### src/rtl/mft_pkg.sv
// ----------------------------------------------------------------------------
// mft_pkg
// Shared constants and types for the Manchester frame transmitter.
// ----------------------------------------------------------------------------
package mft_pkg;

  // Request opcodes
  localparam logic OP_TICK  = 1'b0;
  localparam logic OP_START = 1'b1;

  // Bit positions within the 22-bit two-frame sequence
  localparam logic [4:0] POS_START0_A = 5'd0;
  localparam logic [4:0] POS_START0_B = 5'd1;
  localparam logic [4:0] POS_STOP0    = 5'd10;
  localparam logic [4:0] POS_START1_A = 5'd11;
  localparam logic [4:0] POS_START1_B = 5'd12;
  localparam logic [4:0] POS_STOP1    = 5'd21;
  localparam logic [4:0] POS_END      = 5'd22;

  // Bit source decision for the current half-bit
  typedef struct packed {
    logic end_seq;    // position past the last bit: finish transmission
    logic take_data;  // fetch the next data bit and advance the index
    logic bit_val;    // bit value to encode on this half
  } mft_bit_t;

endpackage

### src/rtl/mft_bit_source.sv
// ----------------------------------------------------------------------------
// mft_bit_source
// Picks the bit to encode for the current position: start ones, stop zeros
// or the next data bit of the stored word; flags the end past the last bit.
// ----------------------------------------------------------------------------
module mft_bit_source
  import mft_pkg::*;
(
  input  logic [4:0]  bit_position,
  input  logic        second_half,
  input  logic [3:0]  data_index,
  input  logic        data_bit,
  input  logic [15:0] word_store,
  output mft_bit_t    bit_info
);

  // Framing or data decision by position
  always_comb begin
    bit_info = '0;
    if (bit_position >= POS_END) begin
      bit_info.end_seq = 1'b1;
    end else if (bit_position == POS_START0_A || bit_position == POS_START0_B ||
                 bit_position == POS_START1_A || bit_position == POS_START1_B) begin
      bit_info.bit_val = 1'b1;
    end else if (bit_position == POS_STOP0 || bit_position == POS_STOP1) begin
      bit_info.bit_val = 1'b0;
    end else if (!second_half) begin
      // first half fetches a fresh data bit
      bit_info.take_data = 1'b1;
      bit_info.bit_val   = word_store[data_index];
    end else begin
      bit_info.bit_val = data_bit;
    end
  end

endmodule

### src/rtl/manchester_frame_transmitter.sv
// ----------------------------------------------------------------------------
// manchester_frame_transmitter
// Sends a 16-bit word as two Manchester-coded frames, one tick per half bit.
// ----------------------------------------------------------------------------
//  channel | handshake            | payload
//  --------+----------------------+-------------------------------------
//  in      | in_valid / in_stall  | opcode, data_word
//  out     | out_valid / out_stall| line_level, busy_res, frame_done
//
// One request is taken per cycle while in_stall is low; its result appears
// in the output register on the next cycle. The state update between
// request and result register is combinational. in_stall is raised only
// while the output register holds a result that is itself stalled.
// Synchronous reset clears the state and empties the output register.
module manchester_frame_transmitter
  import mft_pkg::*;
(
  input  logic        clk,
  input  logic        rst,
  input  logic        in_valid,
  output logic        in_stall,
  input  logic        opcode,
  input  logic [15:0] data_word,
  output logic        out_valid,
  input  logic        out_stall,
  output logic        line_level,
  output logic        busy_res,
  output logic        frame_done
);

  logic        active, active_next;
  logic [4:0]  bit_position, bit_position_next;
  logic        second_half, second_half_next;
  logic [3:0]  data_index, data_index_next;
  logic        data_bit, data_bit_next;
  logic [15:0] word_store, word_store_next;
  logic        line_out, line_out_next;
  logic        done_next;
  logic        accept;
  mft_bit_t    bit_info;

  assign in_stall = out_valid && out_stall;
  assign accept   = in_valid && !in_stall;

  mft_bit_source u_bit_source (
    .bit_position (bit_position),
    .second_half  (second_half),
    .data_index   (data_index),
    .data_bit     (data_bit),
    .word_store   (word_store),
    .bit_info     (bit_info)
  );

  // Next state for one request
  always_comb begin
    active_next       = active;
    bit_position_next = bit_position;
    second_half_next  = second_half;
    data_index_next   = data_index;
    data_bit_next     = data_bit;
    word_store_next   = word_store;
    line_out_next     = line_out;
    done_next         = 1'b0;
    if (opcode == OP_START) begin
      if (!active) begin
        word_store_next   = data_word;
        active_next       = 1'b1;
        bit_position_next = '0;
        second_half_next  = 1'b0;
        data_index_next   = '0;
      end
    end else if (active) begin
      if (bit_info.end_seq) begin
        line_out_next     = 1'b0;
        active_next       = 1'b0;
        bit_position_next = '0;
        second_half_next  = 1'b0;
        data_index_next   = '0;
        done_next         = 1'b1;
      end else begin
        if (bit_info.take_data) begin
          data_bit_next   = bit_info.bit_val;
          data_index_next = data_index + 4'd1;
        end
        // inverted bit first, true bit second
        if (!second_half) begin
          line_out_next    = ~bit_info.bit_val;
          second_half_next = 1'b1;
        end else begin
          line_out_next     = bit_info.bit_val;
          second_half_next  = 1'b0;
          bit_position_next = bit_position + 5'd1;
        end
      end
    end
  end

  // State registers
  always_ff @(posedge clk) begin
    if (rst) begin
      active       <= 1'b0;
      bit_position <= '0;
      second_half  <= 1'b0;
      data_index   <= '0;
      data_bit     <= 1'b0;
      word_store   <= '0;
      line_out     <= 1'b0;
    end else if (accept) begin
      active       <= active_next;
      bit_position <= bit_position_next;
      second_half  <= second_half_next;
      data_index   <= data_index_next;
      data_bit     <= data_bit_next;
      word_store   <= word_store_next;
      line_out     <= line_out_next;
    end
  end

  // Output register
  always_ff @(posedge clk) begin
    if (rst) begin
      out_valid <= 1'b0;
    end else if (!in_stall) begin
      out_valid <= in_valid;
    end
  end

  always_ff @(posedge clk) begin
    if (accept) begin
      line_level <= line_out_next;
      busy_res   <= active_next;
      frame_done <= done_next;
    end
  end

endmodule

### config.mk
export PLATFORM = sky130hd
export DESIGN_NAME = manchester_frame_transmitter
export DESIGN_NICKNAME = d
export VERILOG_FILES = /design/src/rtl/mft_pkg.sv /design/src/rtl/mft_bit_source.sv /design/src/rtl/manchester_frame_transmitter.sv
export SDC_FILE = /design/constraint.sdc
export NUM_CORES = 1
export LEC_CHECK = 0
export ABC_AREA = 1
export BUFFER_PORTS_ARGS = -buffer_cell sky130_fd_sc_hd__buf_2
export CORE_MARGIN = 2
export CORE_UTILIZATION = 62
export CTS_BUF_LIST = sky130_fd_sc_hd__clkbuf_8
export DETAILED_ROUTE_END_ITERATION = 12
export PLACE_DENSITY = 0.86
export SKIP_CTS_REPAIR_TIMING = 1
export SLEW_MARGIN = 25
export SYNTH_ARGS = -nofsm -noshare
export SYNTH_HDL_FRONTEND = slang
export SYNTH_SLANG_ARGS = --single-unit
### constraint.sdc
create_clock -name clk -period 4.45 [get_ports clk]
set_input_delay 0.6675 -clock clk [delete_from_list [all_inputs] [get_ports clk]]
set_output_delay 0.6675 -clock clk [all_outputs]
set_load 0.005 [all_outputs]
==> impl_results.md <==
* Final wirelength at 3335 um
* Period utilization at 44.47%
* Synth unique cells at 20
* Wire per inst at 11.50 um
* First-pass GRT wire length at 5658 um
* CTS tree: yes
* Flop2flop setup slack at 2.47 ns
* DRT antenna net count at 0
* Vert. Die Dim at 55.93 um
* Setup Viol. Count Final at 0
* CP delay by family, top: simple AND/OR/NAND/NOR gates
* Fin Setup TNS at 0 ns
* Initial antenna violation count at 0
* GRT Resource Usage Total at 23.56%
* Fmax at 505.4 MHz
* Type of the worst min-delay path: flop to flop
* CP Cell Sequence: inv_1 > ha_1 > nor2_1 > o21ai_1 > nand2_1 > inv_2 > nor2_2 > inv_2 > nor2_2 > nor2_4 > inv_2 > nor2_4 > nand2_1 > xor2_1 > nor2_1
* Yosys reg bits at 33
* Most used cell, CP: inv_2
* Port Buffers at 25
* Hold path startpoint: word_store[8]
* Via count at 1505
* Clock Power Share at 35.1%
* Fin. max-slew vios at 0
* Die ar. at 3128 um2
* Number of global-route vias before repair at 1387
* Syn nets at 262
* IO Pins at 26
* Maximum vdd ir drop at 0.3216 mV
* # diodes at 0
* 1st-pass router iterations at 4
* Final GP Congestion at 0.8300
* Crit Path Class: flop to flop
* FP Rows at 18
* Synth Area per Inst at 7.205 um2
* Sequential Power Share at 50.9%
* Ys Warns at 0
* Gate Count Post-Synth at 232
* # Max-Cap Violations at 0
* CP arrival at 2.16 ns
* Power per Cell Area at 338.7 nW/um2
* Worst-Skew Late Latency at 0.28 ns
* Crit-path slowest cell: dfxtp_1
* H-tree depth at 2
* Unrepaired setup endpoints after global routing: false
* Clock Sinks at 33
* Drt via density at 5.190
* Root Driver: clkbuf_8
* Fill cell count at 216
* TritonCTS buffer count at 5
* Sw Share at 26.53%
* Crit path max fanout at 6
* Slew Limit Headroom at 46.21%
* Hpwl dp at 2374 um
* Min Tclk post-route at 1.979 ns
* Core area at 2522 um2
* Clk buf depth at 2
* GRT overflow at 0
* Comb power frac at 14.0%
* Largest net degree at the start of global routing at 33
* Starting Density at 66.27%
* Clk_skew at 0.003786 ns
* Worst Path Buf+Inv at 4
* CTS clk-pin slew, worst paths at 0.06 ns
* Remaining DRCs at 0
* Fraction of layout cells with a size suffix above 1 at 17.69%
* Slew @ Worst Pin at 0.8048 ns
* CP Launch Point: bit_position[0]
* LEAKAGE at 0.0008723 uW
* Psw at 171.1 uW
* Status: finished clean
* FF-to-FF Start: bit_position[0]
* PnR Total Power at 645.1 uW
* CP max stage delay at 0.42 ns
* Layout area overhead at 13.92%
* Iteration-0 DRC Markers at 48
* Synthesized area at 1672 um2
* Register area share after synthesis at 41.32%
* Startpoint Class: flop
* Worst hold slack at 0.4581 ns
* Die X at 55.93 um
* CP Capture Type: flop
* Fin. Hold Viols at 0
* Required @ worst endpoint at 4.63 ns
* Internal at 473.9 uW
* Final #Nets at 289
==> Yosys cell counts (all sizes together) <==
cell type  instances  area share [%]
nand2             39             8.8
nor2              16             5.2
dfxtp             30              36
a21oi             28             8.4
xor2               2             1.0
edfxtp             3             5.4
clkbuf             4            0.90
o21ai             28             8.4
inv               45              10
a211oi             2            0.90
buf                1            0.30
nand4              1            0.37
nor3               1            0.60
ha                 9             6.7
a31oi              1            0.37
nand3             22             6.6
==> sequential cells by signal, summed over array words and instances, names as in the netlist <==
| register | cells |
|---|---|
| active | 1 |
| bit_position | 5 |
| busy_res | 1 |
| data_bit | 1 |
| data_index | 4 |
| frame_done | 1 |
| line_level | 1 |
| line_out | 1 |
| out_valid | 1 |
| second_half | 1 |
| word_store | 16 |
==> path summary, 6_finish.rpt <==
path                endpoint  cells after the start
max          bit_position[4]                     15
min            word_store[8]                      2
max reg2reg  bit_position[4]                     15
min reg2reg    word_store[8]                      2
==> final cells by class <==
| class | count | area [um2] | area share (%) |
|---|---|---|---|
| multi-input combinational | 149 | 792.0 | 41.59 |
| sequential | 33 | 690.7 | 36.27 |
| inverter | 45 | 168.9 | 8.870 |
| timing repair buffer | 25 | 125.1 | 6.570 |
| clock buffer | 6 | 82.58 | 4.336 |
| tap | 30 | 37.54 | 1.971 |
| clock inverter | 2 | 7.507 | 0.3942 |
==> metal layers <==
metal	global-route usage [%]	wire (um)	up-vias
met2	38.61	1507	39
met3	8.140	198	8
met4	12.93	94	0
met5	0	0	-
li1	-	-	794
met1	26.84	1534	664
==> power by group through the flow <==
stage / combinational [uW] / sequential [uW] / clock (uW)
after floorplan: 65.3 / 332 / 0
after global placement: 86.5 / 334 / 0
after detailed placement: 88.6 / 335 / 0
after CTS: 89.8 / 328 / 231
after global routing: 105 / 330 / 246
final: 90.0 / 328 / 227
==> stage by stage <==
stage	worst slack [ns]	cell area [um2]	cells	utilization (%)
after global routing	2.265	1904	290	75.50
after floorplan	2.627	1672	232	-
after detailed placement	2.276	1814	282	71.92
final	2.471	1904	290	75.50
after global placement	2.342	1814	282	71.92
after CTS	2.492	1904	290	75.50
==> kinds of logic (layout without fill, tap and decap cells) <==
family,after synthesis,count (layout),share of synthesized area [%]
buffers and inverters,50,78,11.30
xor gates and xnor gates,2,2,1.048
AOI/OAI and AO/OA,59,59,18.04
and+or+nand+nor,79,79,21.56
adders and majority gates,9,9,6.737
DFF,33,33,41.32
==> cells in the final DEF (no fill, tap or decap) <==
| cell type | synthesis | final |
|---|---|---|
| nand4_1 | 1 | 1 |
| inv_2 | 9 | 9 |
| o21ai_1 | 1 | 1 |
| clkbuf_8 | 0 | 6 |
| a31oi_1 | 1 | 1 |
| a211oi_1 | 2 | 2 |
| nand3_1 | 22 | 22 |
| buf_2 | 1 | 25 |
| nand2_1 | 39 | 39 |
| ha_1 | 9 | 9 |
| nor3_2 | 1 | 1 |
| a21oi_1 | 28 | 28 |
| o21ai_0 | 27 | 27 |
| nor2_1 | 11 | 11 |
| nor2_2 | 2 | 2 |
| edfxtp_1 | 3 | 3 |
| inv_1 | 36 | 38 |
| xor2_1 | 2 | 2 |
| nor2_4 | 3 | 3 |
| dfxtp_1 | 30 | 30 |
==> worst min-delay path, delay by kind of cell (launching register included) <==
| family | cells | cell delay [ns] |
|---|---|---|
| compound gates | 1 | 0.05 |
| buf+inv | 1 | 0.06 |
| flops | 1 | 0.30 |
Power figures use the tool's default switching activity.
